==> config.mk <==
export PLATFORM = sky130hd
export DESIGN_NAME = hid_key_rollover_table_flat
export DESIGN_NICKNAME = d
export VERILOG_FILES = /design/src/rtl/core/hkrt_pkg.sv /design/src/rtl/core/hkrt_cmd_if.sv /design/src/rtl/core/hkrt_rsp_if.sv /design/src/rtl/core/hid_key_rollover_table.sv /design/src/flat_wrapper.sv
export SDC_FILE = /design/constraint.sdc
export NUM_CORES = 1
export LEC_CHECK = 0
export BUFFER_PORTS_ARGS = -buffer_cell sky130_fd_sc_hd__buf_2
export CAP_MARGIN = 20
export CORE_MARGIN = 1.5
export CORE_UTILIZATION = 39
export CTS_CLUSTER_DIAMETER = 100
export CTS_CLUSTER_SIZE = 25
export DETAILED_ROUTE_END_ITERATION = 6
export GPL_TIMING_DRIVEN = 0
export PLACE_DENSITY = 0.62
export SLEW_MARGIN = 20
export SYNTH_ARGS = -nofsm -noshare
export SYNTH_HDL_FRONTEND = slang
export SYNTH_SLANG_ARGS = --single-unit
==> constraint.sdc <==
create_clock -name clk -period 3 [get_ports clk]
set_input_delay 0.15 -clock clk [delete_from_list [all_inputs] [get_ports clk]]
set_output_delay 0.15 -clock clk [all_outputs]
set_load 0.1 [all_outputs]
==> src/rtl/core/hkrt_pkg.sv <==
// ----------------------------------------------------------------------------
// hkrt_pkg
// Shared types, sizes and action codes of the key rollover table.
// ----------------------------------------------------------------------------
`default_nettype none

package hkrt_pkg;

  localparam int MAX_KEYS   = 6;
  localparam int KEY_W      = 8;
  localparam int ACTION_W   = 3;
  localparam int SLOT_W     = 4;

  // Both report formats start with two zero bytes; the key field follows.
  localparam int KEY_POS    = 2;
  localparam int TABLE_LEN  = KEY_POS + MAX_KEYS;
  localparam int SINGLE_LEN = 8;
  localparam int REPORT_MAX = (TABLE_LEN > SINGLE_LEN) ? TABLE_LEN : SINGLE_LEN;
  localparam int CNT_W      = $clog2(REPORT_MAX);
  localparam int IDX_W      = (MAX_KEYS > 1) ? $clog2(MAX_KEYS) : 1;

  typedef logic [KEY_W-1:0] key_t;

  typedef enum logic [ACTION_W-1:0] {
    ACT_ADD         = 3'd0,
    ACT_REMOVE      = 3'd1,
    ACT_LOOKUP      = 3'd2,
    ACT_CLEAR       = 3'd3,
    ACT_SEND_TABLE  = 3'd4,
    ACT_SEND_SINGLE = 3'd5
  } action_t;

  typedef struct packed {
    logic              found;
    logic [SLOT_W-1:0] idx;
  } search_t;

  // Lowest set bit of a per-slot match vector.
  function automatic search_t first_set(input logic [MAX_KEYS-1:0] v);
    search_t r;
    r = '0;
    for (int i = MAX_KEYS - 1; i >= 0; i--) begin
      if (v[i]) begin
        r.found = 1'b1;
        r.idx   = SLOT_W'(i);
      end
    end
    return r;
  endfunction

endpackage

`default_nettype wire

==> src/rtl/core/hkrt_cmd_if.sv <==
// ----------------------------------------------------------------------------
// hkrt_cmd_if
// Command channel: one action and one key code per word.
// ----------------------------------------------------------------------------
`default_nettype none

interface hkrt_cmd_if;
  import hkrt_pkg::*;

  logic                valid;
  logic                ready;
  logic [ACTION_W-1:0] action;
  logic [KEY_W-1:0]    key_code;

  modport source (output valid, output action, output key_code, input ready);
  modport sink   (input valid, input action, input key_code, output ready);
endinterface

`default_nettype wire

==> src/rtl/core/hkrt_rsp_if.sv <==
// ----------------------------------------------------------------------------
// hkrt_rsp_if
// Result channel: a status word or one byte of a keyboard report per word.
// ----------------------------------------------------------------------------
`default_nettype none

interface hkrt_rsp_if;
  import hkrt_pkg::*;

  logic              valid;
  logic              ready;
  logic              is_report;
  logic              ok;
  logic [SLOT_W-1:0] slot;
  logic [KEY_W-1:0]  report_byte;
  logic              last;

  modport source (output valid, output is_report, output ok, output slot,
                  output report_byte, output last, input ready);
  modport sink   (input valid, input is_report, input ok, input slot,
                  input report_byte, input last, output ready);
endinterface

`default_nettype wire

==> src/rtl/core/hid_key_rollover_table.sv <==
// ----------------------------------------------------------------------------
// hid_key_rollover_table
// Table of held key codes with boot keyboard report generation.
// ----------------------------------------------------------------------------
// Add, remove, lookup and clear each return one status word; a new command
// is accepted every cycle while the result register is free or being
// drained. The two send commands stream their report one byte per cycle
// through the same result register while its bytes are taken: a table
// report is 2 + MAX_KEYS bytes and a single-key report 8 bytes long, and
// while one streams no new command is accepted. Action codes six and seven
// are taken and dropped with no result. All slot searches are one parallel
// compare over the table and take the lowest matching slot, so a search for
// code zero hits the first empty slot and adding code zero is always refused.
`default_nettype none

module hid_key_rollover_table (
  input  wire          clk,
  input  wire          rst,
  hkrt_cmd_if.sink     cmd,
  hkrt_rsp_if.source   rsp
);
  import hkrt_pkg::*;

  key_t              slots [MAX_KEYS];
  logic              busy;
  logic              is_single;
  logic [CNT_W-1:0]  cnt;
  key_t              single_key;

  logic              o_valid;
  logic              o_is_report;
  logic              o_ok;
  logic [SLOT_W-1:0] o_slot;
  key_t              o_byte;
  logic              o_last;

  logic              out_free;
  logic              accept;
  logic [MAX_KEYS-1:0] hit;
  logic [MAX_KEYS-1:0] empty;
  search_t           hit_s;
  search_t           empty_s;

  logic              st_valid;
  logic              st_ok;
  logic [SLOT_W-1:0] st_slot;
  logic              wr_en;
  logic [IDX_W-1:0]  wr_idx;
  key_t              wr_val;
  logic              clr_all;
  logic              start_rep;

  logic [CNT_W-1:0]  tab_off;
  key_t              emit_byte;
  logic              emit_last;

  assign out_free  = !o_valid || rsp.ready;
  assign cmd.ready = !busy && out_free;
  assign accept    = cmd.valid && cmd.ready;

  assign rsp.valid       = o_valid;
  assign rsp.is_report   = o_is_report;
  assign rsp.ok          = o_ok;
  assign rsp.slot        = o_slot;
  assign rsp.report_byte = o_byte;
  assign rsp.last        = o_last;

  always_comb begin
    for (int i = 0; i < MAX_KEYS; i++) begin
      hit[i]   = (slots[i] == cmd.key_code);
      empty[i] = (slots[i] == '0);
    end
  end

  assign hit_s   = first_set(hit);
  assign empty_s = first_set(empty);

  always_comb begin
    st_valid  = 1'b0;
    st_ok     = 1'b0;
    st_slot   = '0;
    wr_en     = 1'b0;
    wr_idx    = '0;
    wr_val    = cmd.key_code;
    clr_all   = 1'b0;
    start_rep = 1'b0;
    unique case (cmd.action) inside
      ACT_ADD: begin
        st_valid = 1'b1;
        // A present key is refused, and so is a full table.
        if (!hit_s.found && empty_s.found) begin
          st_ok   = 1'b1;
          st_slot = empty_s.idx;
          wr_en   = 1'b1;
          wr_idx  = empty_s.idx[IDX_W-1:0];
        end
      end
      ACT_REMOVE: begin
        st_valid = 1'b1;
        if (hit_s.found) begin
          st_ok   = 1'b1;
          st_slot = hit_s.idx;
          wr_en   = 1'b1;
          wr_idx  = hit_s.idx[IDX_W-1:0];
          wr_val  = '0;
        end
      end
      ACT_LOOKUP: begin
        st_valid = 1'b1;
        st_ok    = hit_s.found;
        st_slot  = hit_s.found ? hit_s.idx : '0;
      end
      ACT_CLEAR: begin
        st_valid = 1'b1;
        st_ok    = 1'b1;
        clr_all  = 1'b1;
      end
      ACT_SEND_TABLE, ACT_SEND_SINGLE: begin
        start_rep = 1'b1;
      end
      default: begin
      end
    endcase
  end

  // Report byte at position cnt. The table cannot change while a report
  // is streaming, so slots are read in place.
  assign tab_off = cnt - CNT_W'(KEY_POS);

  always_comb begin
    if (is_single) begin
      emit_byte = (cnt == CNT_W'(KEY_POS)) ? single_key : '0;
      emit_last = (cnt == CNT_W'(SINGLE_LEN - 1));
    end else begin
      emit_byte = (cnt < CNT_W'(KEY_POS)) ? '0 : slots[tab_off[IDX_W-1:0]];
      emit_last = (cnt == CNT_W'(TABLE_LEN - 1));
    end
  end

  always_ff @(posedge clk) begin
    if (rst) begin
      busy    <= 1'b0;
      o_valid <= 1'b0;
      for (int i = 0; i < MAX_KEYS; i++) begin
        slots[i] <= '0;
      end
    end else begin
      if (busy && out_free) begin
        o_valid     <= 1'b1;
        o_is_report <= 1'b1;
        o_ok        <= 1'b0;
        o_slot      <= '0;
        o_byte      <= emit_byte;
        o_last      <= emit_last;
        cnt         <= cnt + CNT_W'(1);
        if (emit_last) begin
          busy <= 1'b0;
        end
      end else if (accept) begin
        o_valid <= st_valid || start_rep;
        if (wr_en) begin
          slots[wr_idx] <= wr_val;
        end
        if (clr_all) begin
          for (int i = 0; i < MAX_KEYS; i++) begin
            slots[i] <= '0;
          end
        end
        if (st_valid) begin
          o_is_report <= 1'b0;
          o_ok        <= st_ok;
          o_slot      <= st_slot;
          o_byte      <= '0;
          o_last      <= 1'b1;
        end
        if (start_rep) begin
          // First byte of either report is zero; the rest follow from cnt.
          o_is_report <= 1'b1;
          o_ok        <= 1'b0;
          o_slot      <= '0;
          o_byte      <= '0;
          o_last      <= 1'b0;
          busy        <= 1'b1;
          cnt         <= CNT_W'(1);
          is_single   <= (cmd.action == ACT_SEND_SINGLE);
          single_key  <= cmd.key_code;
        end
      end else if (out_free) begin
        o_valid <= 1'b0;
      end
    end
  end

endmodule

`default_nettype wire

==> src/flat_wrapper.sv <==
// flat-port wrapper written by rule: the top's interface ports become plain ports
module hid_key_rollover_table_flat import hkrt_pkg::*;
  (clk, rst, cmd_valid, cmd_action, cmd_key_code, cmd_ready, rsp_valid, rsp_is_report, rsp_ok, rsp_slot, rsp_report_byte, rsp_last, rsp_ready);
  hkrt_cmd_if cmd_i ();
  hkrt_rsp_if rsp_i ();
  input  wire clk;
  input  wire rst;
  input wire logic [$bits(cmd_i.valid)-1:0] cmd_valid;
  input wire logic [$bits(cmd_i.action)-1:0] cmd_action;
  input wire logic [$bits(cmd_i.key_code)-1:0] cmd_key_code;
  output wire logic [$bits(cmd_i.ready)-1:0] cmd_ready;
  output wire logic [$bits(rsp_i.valid)-1:0] rsp_valid;
  output wire logic [$bits(rsp_i.is_report)-1:0] rsp_is_report;
  output wire logic [$bits(rsp_i.ok)-1:0] rsp_ok;
  output wire logic [$bits(rsp_i.slot)-1:0] rsp_slot;
  output wire logic [$bits(rsp_i.report_byte)-1:0] rsp_report_byte;
  output wire logic [$bits(rsp_i.last)-1:0] rsp_last;
  input wire logic [$bits(rsp_i.ready)-1:0] rsp_ready;
  assign cmd_i.valid = cmd_valid;
  assign cmd_i.action = cmd_action;
  assign cmd_i.key_code = cmd_key_code;
  assign cmd_ready = cmd_i.ready;
  assign rsp_valid = rsp_i.valid;
  assign rsp_is_report = rsp_i.is_report;
  assign rsp_ok = rsp_i.ok;
  assign rsp_slot = rsp_i.slot;
  assign rsp_report_byte = rsp_i.report_byte;
  assign rsp_last = rsp_i.last;
  assign rsp_i.ready = rsp_ready;
  hid_key_rollover_table u_core (.clk(clk), .rst(rst), .cmd(cmd_i), .rsp(rsp_i));
endmodule
# ---- After elaboration in Yosys (flattened, before gate mapping)
# Memories as Yosys holds them, arrays and structs flattened.
# Index checks and enable logic that the tools add are counted.
# W data, S select, Z words.
dict set report op_classes {
  n_addsub 2
  multipliers 0
  n_div 0
  magnitude_cmp 1
  eq_ne 14
  shifts 0
  muxes 78
  bitwise_logic 8
  n_reduce_logical 28
}
# operator count
set op_table {}
lappend op_table {{$mux W8} 16}
lappend op_table {{$mux W5} 12}
lappend op_table {{$eq A8 B8 Y1} 6}
lappend op_table {{$logic_not A8 Y1} 6}
lappend op_table {{$mux W1} 35}
lappend op_table {{$mux W4} 5}
lappend op_table {{$mux W3} 6}
lappend op_table {{$eq A3 B2 Y1 const B} 3}
lappend op_table {{$eq A3 B3 Y1 const B} 3}
lappend op_table {{$reduce_and A3 Y1} 3}
lappend op_table {{$pmux W4 S2} 1}
lappend op_table {{$reduce_or A8 Y1} 1}
lappend op_table {{$or A1 B1 Y1} 6}
lappend op_table {{$pmux W3 S2} 1}
lappend op_table {{$reduce_bool A3 Y1} 2}
lappend op_table {{$logic_and A1 B1 Y1} 4}
lappend op_table {{$pmux W1 S4} 1}
lappend op_table {{$reduce_and A4 Y1} 1}
lappend op_table {{$reduce_bool A2 Y1} 2}
lappend op_table {{$reduce_or A2 Y1} 2}
lappend op_table {{$reduce_or A4 Y1} 1}
lappend op_table {{$add A3 B1 Y3 const B} 1}
lappend op_table {{$eq A3 B1 Y1 const B} 1}
lappend op_table {{$logic_not A1 Y1} 3}
lappend op_table {{other kinds (7)} 9}
dict set report word_totals {
  register_bits 29
  latch_bits 0
  ram_bits 48
  rom_bits 0
  in_bits 15
  output_inout_bits 17
  elab_cells 142
  memories 1
}
# name depth word_bits rd rd_ports_with_merged_regs write_ports line_no
set memory_table {}
lappend memory_table {u_core.slots 6 8 7 0 6 hid_key_rollover_table.sv:24} ;# key_t slots [MAX_KEYS];

# ---- Logic depth before layout (Yosys ltp)
# Gate-level depths: netlist of the first run.
dict set report logic_depth {
  word_depth 18
  depth_mapped 9
  mapped_depth_nobuf 7
}

# ---- Worst setup path after synthesis of the first run
# Ideal clock, no wire load.
dict set report synth_timing {
  path_type {reg-to-reg}
  startpoint {reg u_core.o_valid, in the netlist u_core.rsp.valid}
  endpoint {mem u_core.slots[1][0] (netlist name), enable pin}
  setup_ps 329
  arrival_ps 3594
  required_ps 2671
  slack_ps -923
  path_stages_with_launch 8
  n_path_buf 0
  synth_period_minus_slack_ps 3923
  path_cell_list {dfxtp_1 -> nand2b_1 -> nor2b_1 -> and2_1 -> nor2b_1 -> o311a_1 -> o211ai_2 -> nand2_1}
}
# element line_no
set synth_rtl {}
lappend synth_rtl {{start: declaration} hid_key_rollover_table.sv:30} ;# logic o_valid;
lappend synth_rtl {{start signal: assignment} hid_key_rollover_table.sv:160} ;# o_valid <= st_valid || start_rep;
lappend synth_rtl {{end: declaration} hid_key_rollover_table.sv:24}

==> results by group, run 1 <==
GRT
  • Initial antenna violation count: 0
  • Largest net degree at the start of global routing: 17
  • Grt met1 use: 23.54%
  • First-pass GRT wire length: 18600 um
  • Total gr overflow: 0
  • GRT Overall Usage: 19.04%
  • Top Usage Layer GRT: met2
  • Met2 Use GR: 31.73%
  • Vias in the first global route: 3377
  • Met3 Track Usage GR: 3.661%

STA
  • Min Clock Period, post-route: 2.919 ns
  • Worst Clk Skew: 0.008399 ns
  • Final-report setup violation count: 0
  • Hold Vio Cnt, Final: 0
  • Period utilisation layout: 97.29%
  • Fmax achieved: 342.6 MHz
  • Setup WS post-layout: 0.08134 ns
  • Setup TNS: 0 ns
  • Slew Limit Headroom: 18.05%
  • Slew @ Worst Pin: 1.229 ns
  • Final count of pins violating max slew: 0
  • RSZ-0062 raised after global routing: yes

Worst setup path
  • Worst-path cell chain: or4_1 -> nor2_1 -> nand4bb_1 -> o21ai_1 -> nor4_4 -> o211ai_2 -> nand2_4
  • CP Class: reg -> reg
  • Crit path capture type: register
  • Setup crit start kind: register
  • CP required: 3.05 ns
  • WP buf/inv: 0
  • Critical-path maximum fanout: 9
  • Crit path DAT: 2.97 ns
  • Critical path's slowest cell: or4_1
  • Delay-heaviest family, CP: simple AND/OR/NAND/NOR gates
  • Crit-path max cell delay: 0.58 ns

CTS
  • Cts bufs inserted: 9
  • H-tree depth: 3
  • CTS tree: yes
  • Clock buffer depth: 2
  • Worst-Skew Late Latency: 0.35 ns
  • CTS sink count: 92
  • Root Buffer: clkbuf_16
  • Register clock-pin slew on the reported worst setup and hold paths: 0.06 ns

Yosys
  • Synth area leader: edfxtp_1
  • Mean Syn Cell Area: 12.34 sq um
  • Top cell type's share of synthesized area: 54.37%
  • Synth Flop Type: edfxtp_1
  • Post-synth ARST share: 0%
  • Yosys warnings: 0
  • EDFF count, synth: 90
  • Ranking of synthesized cells by area: edfxtp_1 (54%), mux4_2 (6.8%), xor2_1 (5.6%), nor2_1 (5.4%), xnor2_1 (3.0%)
  • Seq/Total Area, Yosys: 55.17%
  • Synth Cell Area: 0.004971 sq mm
  • Synth Register Bits: 92
  • Yosys cell types: 51
  • Post-Synthesis Cells: 403

Drt
  • Per-cell routed wire length: 18.77 um
  • Post-route ant nets: 0
  • Drc violations: 0
  • Drt pass-1 iters: 4
  • Vias per inst: 5.260
  • DRT iter0 DRCs: 264
  • Total number of vias: 3377
  • DRT Wirelength: 12050 um

Placed design
  • Final RePlAce weighted congestion: 0.8829
  • Number of buffers added on ports: 29
  • # placed instances: 620
  • Post-detail-place hpwl: 9126 um
  • Pre-CTS setup slack: -0.1843 ns

Power
  • PwrDens: 506.0 mW/mm^2
  • Leak: 0.002184 uW
  • Peak VDD IR: 0.2529 mV

Cells and area
  • Share of layout cells above drive strength 1: 24.89%
  • NumNets Final: 484
  • Synth-to-layout area growth: 17.72%
  • N_diodes: 0
  • Finished Layout Cells: 642
  • Final core occ: 46.75%

Floorplanning
  • Die width: 115.9 um
  • Row count: 41
  • Die area: 0.01343 sq mm
  • Core Footprint: 0.01252 sq mm
  • Initial Util: 39.71%
  • Die height: 115.9 um
  • I/O Pins: 32

Worst hold path
  • Type of the tightest min-delay check: in -> reg

Status
  • Outcome: finished clean

Run
  • # Max-Cap Violations: 0
[what timing repair did]
item / in CTS / in global routing
buffers inserted: 0 / 3
setup endpoints to repair: 56 / 56
gates resized for setup: 3 / 21
hold buffers: 3 / 0
pin swaps: 0 / 3
endpoints found under the hold margin: 3 / 0
[cell usage after synthesis, drive strengths merged, types with 2 or more instances]
cell and number:
ha 4, a21oi 9, and3 3, nand2b 3, clkbuf 4, or4 6
mux2 8, a311oi 2, nand3 4, nand4 5, and2 7, a211oi 3
dfxtp 2, nand2 36, mux4 16, xor2 32, buf 14, nor2b 3
a22oi 8, inv 12, edfxtp 90, o211ai 6, nor2 71, nor4 15
o21ai 4, xnor2 17, o311a 2, or2 3
[path summary, 6_finish.rpt]
check | from | end | slack, ns | cells past startpoint
setup / recovery | u_core.slots[1][4]$_SDFFCE_PN0P_ | u_core.slots[3][3]$_SDFFCE_PN0P_ | 0.08 | 7
hold / removal | cmd_key_code[0] | u_core.single_key[0]$_DFFE_PP_ | 0.007 | 1
setup reg to reg | u_core.slots[1][4]$_SDFFCE_PN0P_ | u_core.slots[3][3]$_SDFFCE_PN0P_ | 0.08 | 7
hold reg to reg | u_core.busy$_SDFFE_PP0P_ | u_core.busy$_SDFFE_PP0P_ | 0.54 | 2
[report_power, final]
group	internal, uW	switching [uW]	leakage, uW	total, uW
clock network	569	500	0.000127	1070
logic	119	263	0.00114	382
registers	1470	39.4	0.000916	1510
[flip-flops by register name (all words and copies together), names as in the netlist]
signal and count:
u_core.busy 1, u_core.cnt 3, u_core.is_single 1, u_core.rsp.is_report 1, u_core.rsp.last 1, u_core.rsp.ok 1
u_core.rsp.report_byte 8, u_core.rsp.slot 3, u_core.rsp.valid 1, u_core.single_key 8, u_core.slots 64
[cells by family after synthesis]
logic type | count (synthesis) | share of synthesized area, %
other | 1 | 0.07544
AO/OA/AOI/OAI | 43 | 7.451
multiplexers | 24 | 9.137
AND/OR/NAND/NOR | 160 | 15.91
buffers and inverters | 30 | 2.618
XOR/XNOR | 49 | 8.633
flip-flops | 92 | 55.17
adder cells (fa/ha/maj) | 4 | 1.007
[stage by stage]
stage	power (uW)	area, sq um	hold WS (ns)
after floorplan	1803	5040	0.2120
after global placement	1895	5400	0.3456
after detailed placement	1902	5404	0.3449
after CTS	2968	5728	0.0006056
after global routing	3062	5852	0.00007253
final	2961	5852	0.007488
[area by class of cell]
class / instances / area, sq um
fillers: 1166 / 6665
flip-flops and latches: 92 / 2744
clock buffers: 10 / 229.0
inverters: 12 / 45.04
repair buffers: 35 / 197.7
multi-input cells: 297 / 2283
plain buffers: 18 / 90.09
well taps: 172 / 215.2
clock inverters: 6 / 47.55
[metal layers]
layer	vias to the layer above	part of all wire [%]
met2	90	50
li1	1595	-
met4	0	3.1
met3	27	4.4
met1	1665	43
met5	-	0
[cells in the final DEF, fill, tap and decap left out, types with 4 or more instances in the layout]
cell type / netlist / final
conb_1: 1 / 17
or4_1: 5 / 5
nor4_1: 12 / 11
buf_2: 11 / 40
and2_1: 7 / 7
inv_1: 12 / 12
mux2_2: 8 / 8
xnor2_1: 17 / 17
clkbuf_1: 4 / 4
nand2_1: 36 / 30
xor2_1: 32 / 32
ha_1: 4 / 4
clkbuf_16: 0 / 9
a22oi_1: 8 / 8
buf_4: 1 / 4
a21oi_1: 8 / 7
nand3_1: 4 / 4
edfxtp_1: 90 / 90
nor2_1: 71 / 71
nand4_1: 5 / 5
nand2_4: 0 / 4
mux4_2: 15 / 15
Note: power is estimated with default switching activity, not from simulation.
==> run 2, diff against run 1 <==
--- a/config.mk
+++ b/config.mk
@@ -5,7 +5,7 @@
 export SDC_FILE = /design/constraint.sdc
 export NUM_CORES = 1
 export LEC_CHECK = 0
-export BUFFER_PORTS_ARGS = -buffer_cell sky130_fd_sc_hd__buf_2
+export BUFFER_PORTS_ARGS = -buffer_cell sky130_fd_sc_hd__buf_4
 export CAP_MARGIN = 20
 export CORE_MARGIN = 1.5
 export CORE_UTILIZATION = 39
@@ -13,7 +13,7 @@
 export CTS_CLUSTER_SIZE = 25
 export DETAILED_ROUTE_END_ITERATION = 6
 export GPL_TIMING_DRIVEN = 0
-export PLACE_DENSITY = 0.62
+export PLACE_DENSITY_LB_ADDON = 0.15
 export SLEW_MARGIN = 20
 export SYNTH_ARGS = -nofsm -noshare
 export SYNTH_HDL_FRONTEND = slang
==> run 2 against run 1 <==
Effect of this change: critical path depth unchanged; die area unchanged; count of clock-buffer cells in the layout unchanged; clock power about the same; maximum frequency down 0.65%; cell count up 1.6%; highest routed layer unchanged; worst hold slack better by 0.17 ns; total power up 1.2%; combinational power up 4%; first-iteration DRC count down 15%; sequential power about the same.
==> results by group, run 2 (synthesis results as in run 1) <==
Worst setup path
  • Worst R2R Start: u_core.slots[4][4]$_SDFFCE_PN0P_
  • Critical-path maximum fanout: 9 (unchanged)
  • CP endpoint: u_core.slots[5][7]$_SDFFCE_PN0P_
  • Setup crit start kind: register
  • Crit path DAT: 2.97 ns (about the same)
  • Critical Path Start: u_core.slots[4][4]$_SDFFCE_PN0P_
  • Cell count of the worst reg-to-reg path: 7 (unchanged)
  • Reg-to-Reg End: u_core.slots[5][7]$_SDFFCE_PN0P_
  • CP required: 3.03 ns (-0.02 ns)
  • Reg2Reg Setup Slack: 0.06 ns (-0.02 ns)
  • CP Class: reg -> reg
  • Crit path capture type: register

STA
  • Min Clock Period, post-route: 2.938 ns (+0.01923 ns)
  • Fmax achieved: 340.4 MHz (-0.65%)
  • Period utilisation layout: 97.93% (+0.64 points)
  • Final count of pins violating max slew: 0 (unchanged)
  • Setup TNS: 0 ns (unchanged)
  • Slew Limit Headroom: 37.00% (+19 points)
  • Slew @ Worst Pin: 0.9450 ns (-0.2842 ns)
  • Hold Vio Cnt, Final: 0 (unchanged)
  • RSZ-0062 raised after global routing: yes
  • Worst Clk Skew: 0.006847 ns (-0.001552 ns)
  • Final-report setup violation count: 0 (unchanged)

Floorplanning
  • Core Footprint: 0.01252 sq mm (unchanged)
  • Initial Util: 39.71% (unchanged)
  • Die height: 115.9 um (unchanged)
  • I/O Pins: 32 (unchanged)
  • Die width: 115.9 um (unchanged)
  • Row count: 41 (unchanged)
  • Die area: 0.01343 sq mm (unchanged)

GRT
  • First-pass GRT wire length: 19250 um (+3.5%)
  • Largest net degree at the start of global routing: 17 (unchanged)
  • Vias in the first global route: 3331 (-1.4%)
  • Initial antenna violation count: 0 (unchanged)
  • GRT Overall Usage: 20.01% (+0.97 points)
  • Total gr overflow: 0 (unchanged)

CTS
  • CTS sink count: 92 (unchanged)
  • Root Buffer: clkbuf_16
  • Worst-Skew Late Latency: 0.35 ns (about the same)
  • Register clock-pin slew on the reported worst setup and hold paths: 0.07 ns (about the same)
  • Clock buffer depth: 2 (unchanged)
  • Cts bufs inserted: 9 (unchanged)
  • H-tree depth: 3 (unchanged)
  • CTS tree: yes

Power
  • PwrDens: 499.7 mW/mm^2 (-1.2%)
  • Leak: 0.002253 uW (+3.1%)
  • Peak VDD IR: 0.2510 mV (-0.77%)

Cells and area
  • Synth-to-layout area growth: 20.59%
  • Finished Layout Cells: 652 (+1.6%)
  • Most common cell after layout, fill and taps aside: edfxtp_1
  • NumNets Final: 494 (+2.1%)
  • Largest Register: u_core.slots
  • Share of layout cells above drive strength 1: 25.42% (+0.52 points)
  • Max reg flops: 64 (unchanged)
  • N_diodes: 0 (unchanged)
  • Commonest cells after routing, fill and taps aside: edfxtp_1 (90), nor2_1 (70), buf_4 (36)

Worst hold path
  • Type of the tightest min-delay check: in -> reg

Drt
  • Vias per inst: 5.193 (-1.3%)
  • DRT Wirelength: 12730 um (+5.6%)
  • Drt pass-1 iters: 4 (unchanged)
  • Drc violations: 0 (unchanged)
  • DRT iter0 DRCs: 224 (-15%)
  • Post-route ant nets: 0 (unchanged)
  • Total number of vias: 3386 (+0.27%)
  • Per-cell routed wire length: 19.52 um (+4.0%)

Placed design
  • # placed instances: 620 (unchanged)
  • Number of buffers added on ports: 29 (unchanged)
  • Final RePlAce weighted congestion: 0.8621 (-2.4%)
  • Post-detail-place hpwl: 9557 um (+4.7%)

Run
  • # Max-Cap Violations: 0 (unchanged)

Status
  • Outcome: finished clean
run 2: cell count changes in the layout (fill, tap and decap cells not counted), sizes merged:
cell	delta
dlygate4sd3	+6
buf	+4
clkinv	+1
clkinvlp	-1
run 2: area by class of cell:
| cell class | instances | area (sq um) |
|---|---|---|
| inverters | 12 | 45.04 |
| multi-input cells | 297 | 2250 |
| flip-flops and latches | 92 | 2744 |
| plain buffers | 18 | 90.09 |
| repair buffers | 45 | 372.9 |
| fillers | 1172 | 6523 |
| well taps | 172 | 215.2 |
| clock inverters | 6 | 48.80 |
| clock buffers | 10 | 229.0 |
run 2: routing by layer:
layer,share of wire [%],global-route usage (%),vias to the layer above
li1,-,-,1614
met1,43,24.83,1679
met2,52,35.22,82
met3,3.9,4.184,11
met4,1.5,5.935,0
met5,0,0,-
run 2: timing repair:
| item | in CTS | in global routing |
|---|---|---|
| gates resized for setup | 1 | 18 |
| endpoints found under the setup margin | 56 | 63 |
| setup buffers | 0 | 7 |
| hold endpoints to repair | 9 | 0 |
| hold buffers | 9 | 0 |
| pin swaps | 0 | 5 |
run 2: through the flow:
stage               util, %  setup slack [ns]  hold slack, ns  cell area (sq um)  power, uW
finish                47.89           0.06211          0.1819               5995       2995
detailed placement    43.75           -0.2326          0.3410               5477       1918
floorplan                 -            0.2192          0.2120               5040       1803
global placement      43.72           -0.2339          0.3410               5473       1912
CTS                   46.70           -0.1736          0.1709               5846       3008
global route          47.89          -0.02211          0.2035               5995       3097
run 2: report_power, final:
part | internal, uW | switching [uW] | total (uW)
clock network | 571 | 516 | 1090
registers | 1470 | 40.3 | 1510
logic | 134 | 264 | 398
total | 2170 | 820 | 3000
run 2: worst max-delay path, cell delays in order, from the launching register on:
cell and delay [ns]:
edfxtp_1 0.44, or4_4 0.57, or2_4 0.28, a21oi_2 0.13, nand4b_2 0.16, a2111oi_4 0.48
o21ai_2 0.26, nand2_2 0.29
run 2: how the worst min path moves through the flow:
stage	startpoint	endpoint	slack, ns	depth (start not counted)
3_3_place_gp	cmd_key_code[3]	u_core.single_key[3]$_DFFE_PP_	0.34	1
2_1_floorplan	rst	u_core.rsp.valid$_SDFFE_PP0P_	0.21	1
3_5_place_dp	cmd_key_code[5]	u_core.single_key[5]$_DFFE_PP_	0.34	1
6_report	cmd_action[1]	u_core.busy$_SDFFE_PP0P_	0.18	4
4_1_cts	cmd_action[1]	u_core.busy$_SDFFE_PP0P_	0.17	4
5_1_grt	cmd_action[1]	u_core.busy$_SDFFE_PP0P_	0.20	4
==> run 3, diff against run 2 <==
--- a/config.mk
+++ b/config.mk
@@ -8,12 +8,13 @@
 export BUFFER_PORTS_ARGS = -buffer_cell sky130_fd_sc_hd__buf_4
 export CAP_MARGIN = 20
 export CORE_MARGIN = 1.5
-export CORE_UTILIZATION = 39
+export CORE_UTILIZATION = 65
 export CTS_CLUSTER_DIAMETER = 100
 export CTS_CLUSTER_SIZE = 25
 export DETAILED_ROUTE_END_ITERATION = 6
 export GPL_TIMING_DRIVEN = 0
 export PLACE_DENSITY_LB_ADDON = 0.15
+export RECOVER_POWER = 50
 export SLEW_MARGIN = 20
 export SYNTH_ARGS = -nofsm -noshare
 export SYNTH_HDL_FRONTEND = slang
==> constraint.sdc (replaced) <==
create_clock -name clk -period 3.4 [get_ports clk]
set_input_delay 0.17 -clock clk [delete_from_list [all_inputs] [get_ports clk]]
set_output_delay 0.17 -clock clk [all_outputs]
set_load 0.1 [all_outputs]
==> run 3 against run 2 <==
Effect of this change: count of clock-buffer cells in the layout is 1 lower; setup slack better by 0.055 ns; final area down 6.6%; core utilization grew 28 points; via count is 4.5% higher; worst hold slack worse by 0.027 ns; flip-flop and latch count unchanged; combinational power decreased by 16%; critical path depth is 3 higher; die area decreased by 39%; wire length fell by 2.8%; sequential power fell by 12%; critical endpoint is now u_core.slots[0][3]$_SDFFCE_PN0P_.
==> results by group, run 3 (synthesis results as in run 1) <==
Status
  • Outcome: finished clean

Worst setup path
  • Setup crit start kind: input pin
  • Critical-path maximum fanout: 9 (unchanged)
  • Crit path DAT: 3.29 ns (+0.32 ns)
  • WP buf/inv: 3 (+3)
  • Worst-path cell chain: dlygate4sd3_1 -> buf_4 -> buf_2 -> xor2_1 -> nor4_1 -> o211ai_1 -> a311oi_2 -> a311oi_2 -> o211ai_2 -> nand2_1
  • CP Class: in -> reg
  • CP dominant cell by count: a311oi_2
  • Critical path's slowest cell: dlygate4sd3_1
  • Crit-path max cell delay: 0.54 ns (-0.03 ns)
  • CP required: 3.41 ns (+0.38 ns)
  • Delay-heaviest family, CP: compound AO/OA/AOI/OAI gates
  • Crit path capture type: register

Drt
  • Total number of vias: 3539 (+4.5%)
  • Drt pass-1 iters: 5 (+1)
  • Drc violations: 0 (unchanged)
  • Post-route ant nets: 0 (unchanged)
  • Vias per inst: 6.187 (+19%)
  • Per-cell routed wire length: 21.63 um (+11%)
  • DRT Wirelength: 12370 um (-2.8%)
  • DRT iter0 DRCs: 341 (+52%)

GRT
  • GRT Overall Usage: 31.48% (+11 points)
  • Total gr overflow: 0 (unchanged)
  • First-pass GRT wire length: 18840 um (-2.2%)
  • Vias in the first global route: 3550 (+6.6%)
  • Largest net degree at the start of global routing: 17 (unchanged)
  • Initial antenna violation count: 0 (unchanged)

STA
  • Fmax achieved: 304.6 MHz
  • Worst Clk Skew: 0.01309 ns (+0.006246 ns)
  • Min Clock Period, post-route: 3.283 ns
  • Period utilisation layout: 96.56%
  • Slew Limit Headroom: 12.67% (-24 points)
  • Setup TNS: 0 ns (unchanged)
  • Slew @ Worst Pin: 1.310 ns (+0.3649 ns)
  • Final count of pins violating max slew: 0 (unchanged)
  • Hold Vio Cnt, Final: 0 (unchanged)
  • Final-report setup violation count: 0 (unchanged)
  • RSZ-0062 raised after global routing: yes

Floorplanning
  • Initial Util: 67.81% (+28 points)
  • Row count: 31 (-24%)
  • Core Footprint: 0.007331 sq mm (-41%)
  • Die area: 0.008181 sq mm (-39%)
  • Die width: 90.45 um (-22%)
  • I/O Pins: 32 (unchanged)
  • Die height: 90.45 um (-22%)

CTS
  • Cts bufs inserted: 9 (unchanged)
  • Register clock-pin slew on the reported worst setup and hold paths: 0.10 ns (+0.03 ns)
  • Root Buffer: clkbuf_8
  • CTS sink count: 92 (unchanged)
  • CTS tree: yes
  • Clock buffer depth: 2 (unchanged)
  • H-tree depth: 3 (unchanged)
  • Worst-Skew Late Latency: 0.37 ns (+0.02 ns)

Cells and area
  • Finished Layout Cells: 572 (-12%)
  • Largest Register: u_core.slots
  • Final Cell Area: 0.005599 sq mm (-6.6%)
  • Share of layout cells above drive strength 1: 17.12% (-8.3 points)
  • Commonest cells after routing, fill and taps aside: edfxtp_1 (90), nor2_1 (71), nand2_1 (36)
  • Most common cell after layout, fill and taps aside: edfxtp_1
  • Synth-to-layout area growth: 12.64%
  • Max reg flops: 64 (unchanged)
  • N_diodes: 0 (unchanged)
  • Final core occ: 76.38% (+28 points)
  • NumNets Final: 487 (-1.4%)

Worst hold path
  • Type of the tightest min-delay check: in -> reg

Placed design
  • Final RePlAce weighted congestion: 0.9623 (+12%)
  • Post-detail-place hpwl: 9042 um (-5.4%)
  • # placed instances: 547 (-12%)
  • Number of buffers added on ports: 29 (unchanged)
  • Placed Area: 0.005379 sq mm (-1.8%)

Power
  • PwrDens: 433.9 mW/mm^2 (-13%)
  • Tot Pwr: 2430 uW (-19%)
  • Leak: 0.002097 uW (-6.9%)
  • Peak VDD IR: 0.2979 mV (+19%)

Run
  • # Max-Cap Violations: 0 (unchanged)
-- run 3: cell types whose count changed in the layout (fill, tap and decap cells not counted), moves of 2 or more --
cell and delta:
clkbuf_8 +9, nand2_1 +6, clkbuf_4 +2, nand2_2 -6, clkbuf_16 -9, nor4_2 -2, buf_4 -28, o211ai_2 +2
o211ai_4 -2, and2_0 +2, nor4_1 +2, and2_1 -2, clkbuf_1 +20
-- run 3: report_power, final --
group / leakage [uW] / total (uW) / switching, uW / internal (uW)
clock: 0.0000992 / 762 / 417 / 345
combinational: 0.00108 / 333 / 229 / 104
sequential: 0.000916 / 1330 / 38.1 / 1300
-- run 3: through the flow --
| step | hold slack [ns] | setup WS (ns) |
|---|---|---|
| CTS | 0.1632 | 0.1599 |
| global route | 0.1821 | -0.009322 |
| floorplan | 0.2391 | 0.03921 |
| detailed placement | 0.3568 | 0.1685 |
| global placement | 0.3579 | 0.2276 |
| finish | 0.1550 | 0.1168 |
-- run 3: worst reg2reg max path: cells and delay by family (launching register included) --
kind / cells / cell delay, ns
AOI/OAI and AO/OA: 1 / 0.20
DFF: 1 / 0.41
muxes: 1 / 0.44
buffers and inverters: 4 / 1.47
and+or+nand+nor: 1 / 0.06
adders and majority gates: 1 / 0.28
-- run 3: metal layers --
layer	vias to the layer above	share of wire, %	wire length (um)	GRT usage (%)
met5	-	0	0	0
met4	0	2.6	320	12.96
met3	29	8.7	1081	5.051
met2	204	49	6021	53.28
met1	1701	40	4950	40.65
li1	1605	-	-	-
-- run 3: worst paths after layout --
path	endpoint	start	cells past startpoint	slack, ns
max	u_core.slots[0][3]$_SDFFCE_PN0P_	cmd_key_code[4]	10	0.12
min	u_core.rsp.valid$_SDFFE_PP0P_	cmd_action[2]	4	0.15
max reg2reg	u_core.rsp.report_byte[7]$_SDFFCE_PN0P_	u_core.cnt[1]$_SDFFCE_PN0P_	8	0.28
min reg2reg	u_core.busy$_SDFFE_PP0P_	u_core.busy$_SDFFE_PP0P_	2	0.52
-- run 3: cell type report --
type / instances / area [sq um]
multi-input cells: 297 / 2167
fillers: 505 / 1732
clock buffers: 9 / 123.9
clock inverters: 7 / 75.07
inverters: 12 / 45.04
flip-flops and latches: 92 / 2743
repair buffers: 38 / 236.5
well taps: 99 / 123.9
plain buffers: 18 / 85.08
-- run 3: repair_timing --
item / CTS / global route
endpoints found under the setup margin: 0 / 22
resized for setup: 0 / 2
hold buffers: 9 / 0
hold endpoints to repair: 9 / 0
setup buffers: 0 / 0
